[src/rtl/core/tcce_pkg.sv]
// ----------------------------------------------------------------------------
// tcce_pkg
// shared constants, types and helpers for the text console character engine
// ----------------------------------------------------------------------------
package tcce_pkg;

   // screen geometry
   localparam int COLUMNS    = 80;
   localparam int ROWS       = 25;
   localparam int TAB_WIDTH  = 8;   // power of two, tab stop found by masking
   localparam int CELL_COUNT = COLUMNS * ROWS;

   // field widths
   localparam int CMD_W  = 2;
   localparam int CHAR_W = 8;
   localparam int NIB_W  = 4;
   localparam int COL_W  = 7;
   localparam int ROW_W  = 5;
   localparam int IDX_W  = 11;
   localparam int CELL_W = 16;

   // sweep bounds
   localparam int LAST_COPY   = CELL_COUNT - COLUMNS - 1;
   localparam int BLANK_START = CELL_COUNT - COLUMNS;
   localparam int LAST_CELL   = CELL_COUNT - 1;

   // character codes
   localparam logic [CHAR_W-1:0] CHAR_BS    = 8'h08;
   localparam logic [CHAR_W-1:0] CHAR_TAB   = 8'h09;
   localparam logic [CHAR_W-1:0] CHAR_LF    = 8'h0A;
   localparam logic [CHAR_W-1:0] CHAR_CR    = 8'h0D;
   localparam logic [CHAR_W-1:0] PRINT_LO   = 8'h20;
   localparam logic [CHAR_W-1:0] PRINT_HI   = 8'h7F;
   localparam logic [CELL_W-1:0] BLANK_CELL = 16'h0F20;

   typedef enum logic [CMD_W-1:0] {
      CMD_PUT   = 2'd0,
      CMD_CLEAR = 2'd1,
      CMD_READ  = 2'd2,
      CMD_NOP   = 2'd3
   } command_type;

   // one write into the cell memory
   typedef struct packed {
      logic              en;
      logic [IDX_W-1:0]  addr;
      logic [CELL_W-1:0] data;
   } mem_wr_type;

   // cursor after a put
   typedef struct packed {
      logic [COL_W-1:0] col;
      logic [ROW_W-1:0] row;
      logic             scroll;
   } cursor_next_type;

   // linear cell position of a cursor
   function automatic logic [IDX_W-1:0] cell_index(input logic [ROW_W-1:0] row,
                                                   input logic [COL_W-1:0] col);
      return IDX_W'(row * COLUMNS) + IDX_W'(col);
   endfunction

endpackage

[src/rtl/core/tcce_cursor_step.sv]
// ----------------------------------------------------------------------------
// tcce_cursor_step
// decodes one put byte: cell write, cursor move, wrap and scroll request
// ----------------------------------------------------------------------------
module tcce_cursor_step (
   input  logic [tcce_pkg::COL_W-1:0]  col,
   input  logic [tcce_pkg::ROW_W-1:0]  row,
   input  logic [tcce_pkg::CHAR_W-1:0] char_code,
   input  logic [tcce_pkg::NIB_W-1:0]  background,
   input  logic [tcce_pkg::NIB_W-1:0]  foreground,
   output tcce_pkg::cursor_next_type   nxt,
   output tcce_pkg::mem_wr_type        wr
);
   import tcce_pkg::*;

   localparam logic [COL_W:0] TAB_MASK = (COL_W+1)'(TAB_WIDTH - 1);

   // one spare bit each for the overflow checks
   logic [COL_W:0] col_w;
   logic [ROW_W:0] row_w;

   always_comb begin
      col_w   = {1'b0, col};
      row_w   = {1'b0, row};
      wr.en   = 1'b0;
      wr.addr = cell_index(row, col);
      wr.data = {background, foreground, char_code};

      case (char_code)
         CHAR_BS: begin
            if (col != '0) begin
               col_w = col_w - 1'b1;
            end
         end
         CHAR_TAB: begin
            col_w = (col_w & ~TAB_MASK) + (COL_W+1)'(TAB_WIDTH);
         end
         CHAR_CR: begin
            col_w = '0;
         end
         CHAR_LF: begin
            col_w = '0;
            row_w = row_w + 1'b1;
         end
         default: begin
            if (char_code >= PRINT_LO && char_code <= PRINT_HI) begin
               wr.en = 1'b1;
               col_w = col_w + 1'b1;
            end
         end
      endcase

      // wrap past the last column
      if (col_w >= (COL_W+1)'(COLUMNS)) begin
         col_w = '0;
         row_w = row_w + 1'b1;
      end

      // past the last row: screen moves up one row
      nxt.scroll = (row_w >= (ROW_W+1)'(ROWS));
      if (nxt.scroll) begin
         row_w = (ROW_W+1)'(ROWS - 1);
      end

      nxt.col = col_w[COL_W-1:0];
      nxt.row = row_w[ROW_W-1:0];
   end

endmodule

[config.mk]
export PLATFORM = sky130hd
export DESIGN_NAME = tcce_cursor_step
export DESIGN_NICKNAME = d
export VERILOG_FILES = /design/src/rtl/core/tcce_pkg.sv /design/src/rtl/core/tcce_cursor_step.sv
export SDC_FILE = /design/constraint.sdc
export NUM_CORES = 1
export LEC_CHECK = 0
export ABC_AREA = 1
export BUFFER_PORTS_ARGS = -buffer_cell sky130_fd_sc_hd__buf_2
export CAP_MARGIN = 0
export CORE_MARGIN = 3
export CORE_UTILIZATION = 40
export DETAILED_ROUTE_END_ITERATION = 8
export PLACE_DENSITY = 0.72
export SLEW_MARGIN = 5
export SYNTH_ARGS = -nofsm -noshare
export SYNTH_HDL_FRONTEND = slang
export SYNTH_SLANG_ARGS = --single-unit
export TNS_END_PERCENT = 100
[constraint.sdc]
create_clock -name vclk -period 2.3
set_clock_uncertainty 0.05 [all_clocks]
set_input_delay 0.345 -clock vclk [all_inputs]
set_output_delay 0.345 -clock vclk [all_outputs]
set_load 0.02 [all_outputs]
* After elaboration in Yosys (flattened, before gate mapping)
Index checks and enable logic that the tools add are counted.
** Word-level totals
- Register bits :: 0
- Bits in latches :: 0
- Memory bits (writable) :: 0
- ROM bits :: 0
- Bits of input ports :: 28
- Output and inout bits :: 41
- Logic and storage cells :: 28
- Memories :: 0
** Operators by class
- Add/sub/neg operators :: 6
- $mul :: 1
- Div/mod/pow operators :: 0
- Magnitude comparators :: 4
- Eq/ne operators :: 4
- Shifts and indexed selects :: 0
- Multiplexer cells :: 9
- Bitwise logic cells :: 0
- Reductions and logical operators :: 4
** Operators by type and width (count)
- $eq 8x4->1 const B :: 4
- $pmux 8 s3 :: 1
- $mux 8 :: 2
- $mux 6 :: 2
- $add 11x7->11 :: 1
- $add 7x1->8 const B :: 1
- $add 7x4->8 const B :: 1
- $ge 8x6->1 const B :: 1
- $ge 8x7->1 const B :: 1
- $le 8x7->1 const B :: 1
- $sub 7x1->8 const B :: 1
- $mul 5x3->7 const B :: 1
- $mux 7 :: 1
- $reduce_bool 7->1 :: 1
- $add 5x1->6 const B :: 1
- $add 6x1->6 const B :: 1
- $ge 6x5->1 const B :: 1
- $mux 5 :: 1
- $reduce_or 4->1 :: 1
- $mux 1 :: 2
- $reduce_or 2->1 :: 1
- $logic_and 1x1->1 :: 1

* Logic depth before layout (Yosys ltp)
- Depth after elaboration :: 8
- Mapped depth :: 20
- Depth with buffers taken out :: 20

* Worst setup path before layout
Ideal clock, no wire load.
- Path type :: in2out
- Start point :: in char_code[4] (netlist name)
- End point :: out nxt[1] (netlist name)
- Arrival time :: 2.078 ns
- Required time :: 1.905 ns
- Slack :: -0.173 ns
- Stages on the path :: 18
- Path buffers :: 0
- Path through :: nor2_2 -> nand2_2 -> nor3_4 -> nand2_1 -> nand2_1 -> inv_2 -> ha_1 -> inv_1 -> nor2_1 -> nand2_1 -> nand2_1 -> nand2_1 -> nand2_2 -> nand2_2 -> nor2_2 -> nand2_2 -> nand2_4 -> nor2_2
** RTL lines
- start: declaration :: line tcce_cursor_step.sv:8 : input logic [tcce_pkg::CHAR_W-1:0] char_code,
- end: declaration :: line tcce_cursor_step.sv:11 : output tcce_pkg::cursor_next_type nxt,

==> reports/results.ini <==
[status]
outcome=finished with violations
violations=setup timing

[synth]
synth-simple-area-share=0.457
synth_compound_area_frac=0.106
synth-xor-area-share=0.0726
synth_cell_types=34
synthAdderAreaFrac=0.145
ys_seq_area_frac=0
synthCells=256
synthMuxAreaShare=0
synth_top_family_by_area=simple AND/OR/NAND/NOR gates
synth.net_count=301
avgSynthCellArea_sq_um=6.12
synth_warnings=0
netlist_area_sq_um=1570

[finish]
syn2layout_area_growth_pct=97.4
drive_gt1_frac=0.699
nClkBuffers=0
seq_cell_count=0
fin_area_sq_um=3090
n_antenna_cell=0
seqCellArea_sq_um=0
layout.nets=422

[routing]
routed_wl_mm=7.84
via_count=2342
drc_errors=0
ant_nets=0
drt-initial-drc-count=228
wl_per_cell_um=18.5
first_pass_iters=4
via_per_inst=5.54

[global_route]
grt_start_max_net_pins=9
track_usage=0.263
grt_pass1_vias=2130
globalRouteOverflowTotal=0
grt_pass1_wl_mm=9.58
grt_antenna_before_repair=0

[timing]
finalWorstSetupSlack_ns=-0.411
period_share=1.18
fin_crit_ns=2.71
rsz0062_at_grt=true
final.setup.tns_ns=-4.01
tightest_slew_ns=0.328
setup_viol=14
slew_headroom=0.781
final_max_slew_viol_count=0
holdWs_ns=0.640
fmax_mhz=369
hold_viol_final=0

[placement]
dpl_cell_area_sq_um=2280
gp_congestion=0.839
dp_hpwl_mm=3.80
portBuffers=53

[floorplan]
start_util=0.422
coreArea_sq_um=3720
die_area_sq_um=4710
rows=22
die_h_um=68.6
die_w_um=68.6
io_pins=69

[setup_path]
criticalPathCategory=in2out
crit_path_max_fanout=8
crit_path_start_kind=primary input
worstPathRequired_ns=1.90
critPathArrivalTime_ns=2.32
cp-end-kind=output pin

[flow_run]
maxCapViolations=0

[power]
peakVddDrop_v=0.000261
p_per_area_nw_per_um2=272
leakage_nw=1.52

[min_path]
min_path_type=in2out

## cells by family (layout without fill, tap and decap cells)
kind of cell	after synthesis	count (layout)
and+or+nand+nor	137	137
buffers and inverters	65	184
AOI/OAI and AO/OA	24	24
adders and majority gates	17	17
xor gates and xnor gates	13	13
## path summary, 6_finish.rpt
check	startpoint	to	slack, ns	depth (start not counted)
worst min-delay path	foreground[2]	wr[10]	0.64	0
worst max-delay path	char_code[6]	nxt[1]	-0.41	18
## power breakdown
group / switching [mW] / internal (mW) / leakage [nW]
sequential: 0 / 0 / 0
clock: 0 / 0 / 0
combinational: 0.456 / 0.384 / 1.52
total: 0.456 / 0.384 / 1.52
## what timing repair did
| action | 4_1_cts | 5_1_grt |
|---|---|---|
| endpoints found under the setup margin | 16 | 16 |
| pin swaps | 42 | 33 |
| buffers inserted | 21 | 2 |
| endpoints found under the hold margin | 0 | 0 |
| resized for setup | 127 | 40 |
| hold buffers | 0 | 0 |
## routing by layer
layer | vias to the layer above | GRT usage | wire length, um
met3 | 51 | 0.0389 | 611
met4 | 0 | 0.136 | 506
met2 | 159 | 0.447 | 3740
met1 | 1098 | 0.318 | 2980
li1 | 1034 | - | -
met5 | - | 0 | 0
## Yosys cell counts
master,n,area share
nor3b_1,1,0.0048
nor2_1,17,0.041
a21oi_2,1,0.0056
xor2_1,8,0.045
o21ai_2,2,0.011
a21oi_1,6,0.019
fa_1,2,0.026
a31oi_1,2,0.0080
nand3_2,2,0.013
nor2_2,10,0.040
inv_1,32,0.077
a21oi_4,1,0.010
xnor2_1,5,0.028
nand3_1,27,0.086
or2_2,1,0.0040
o211ai_1,1,0.0048
buf_4,22,0.11
nand4_1,4,0.016
nand2_4,4,0.029
nor3_2,1,0.0064
buf_6,2,0.014
nand2_1,53,0.13
clkinv_2,1,0.0032
nor2_4,5,0.036
inv_2,7,0.017
nand3b_1,1,0.0048
a31oi_4,1,0.014
nor3_4,1,0.010
nand2_2,10,0.040
o21ai_1,2,0.0064
o21ai_0,6,0.019
clkinv_1,1,0.0024
o22ai_1,2,0.0080
ha_1,15,0.12
## layout make-up
type | instances | area [sq um]
fillers | 194 | 622
inverters | 41 | 170
multi-input cells | 191 | 1690
well taps | 48 | 60.1
repair buffers | 143 | 1170
## through the flow
stage | utilization | total power, mW | cells | setup WS (ns)
detailed placement | 0.614 | 0.583 | 400 | -0.392
global route | 0.833 | 0.889 | 423 | -0.492
global placement | 0.614 | 0.568 | 400 | -0.284
floorplan | - | 0.374 | 256 | -0.134
finish | 0.833 | 0.840 | 423 | -0.411
CTS | 0.787 | 0.747 | 421 | -0.201
## layout by cell type (no fill, tap or decap), types with 4 or more instances in the layout
cell type	instances
nor2_1	9
buf_2	25
xnor2_1	5
xor2_1	5
buf_8	4
ha_4	8
nor2_4	20
a21oi_1	4
inv_2	16
nand2_2	24
nand3_1	17
nand2_1	33
o21ai_2	4
ha_1	6
inv_1	21
nand2_4	8
buf_4	83
nand4_1	4
nand3_2	9
buf_6	29
## critical path, cell delays in order
cell and delay (ns):
buf_8 0.10, buf_4 0.13, o21ai_4 0.26, nor2_4 0.09, nand3_2 0.09, nand3_2 0.12, nand2_4 0.11, nand3_4 0.11
nand2_4 0.15, nand2_8 0.10, nand2_2 0.08, nand2_2 0.06, clkinv_2 0.05, nand3_2 0.07, nand2_4 0.12, nand2_8 0.08
nor2_4 0.12, buf_6 0.12
(Power assumes the default switching activity.)
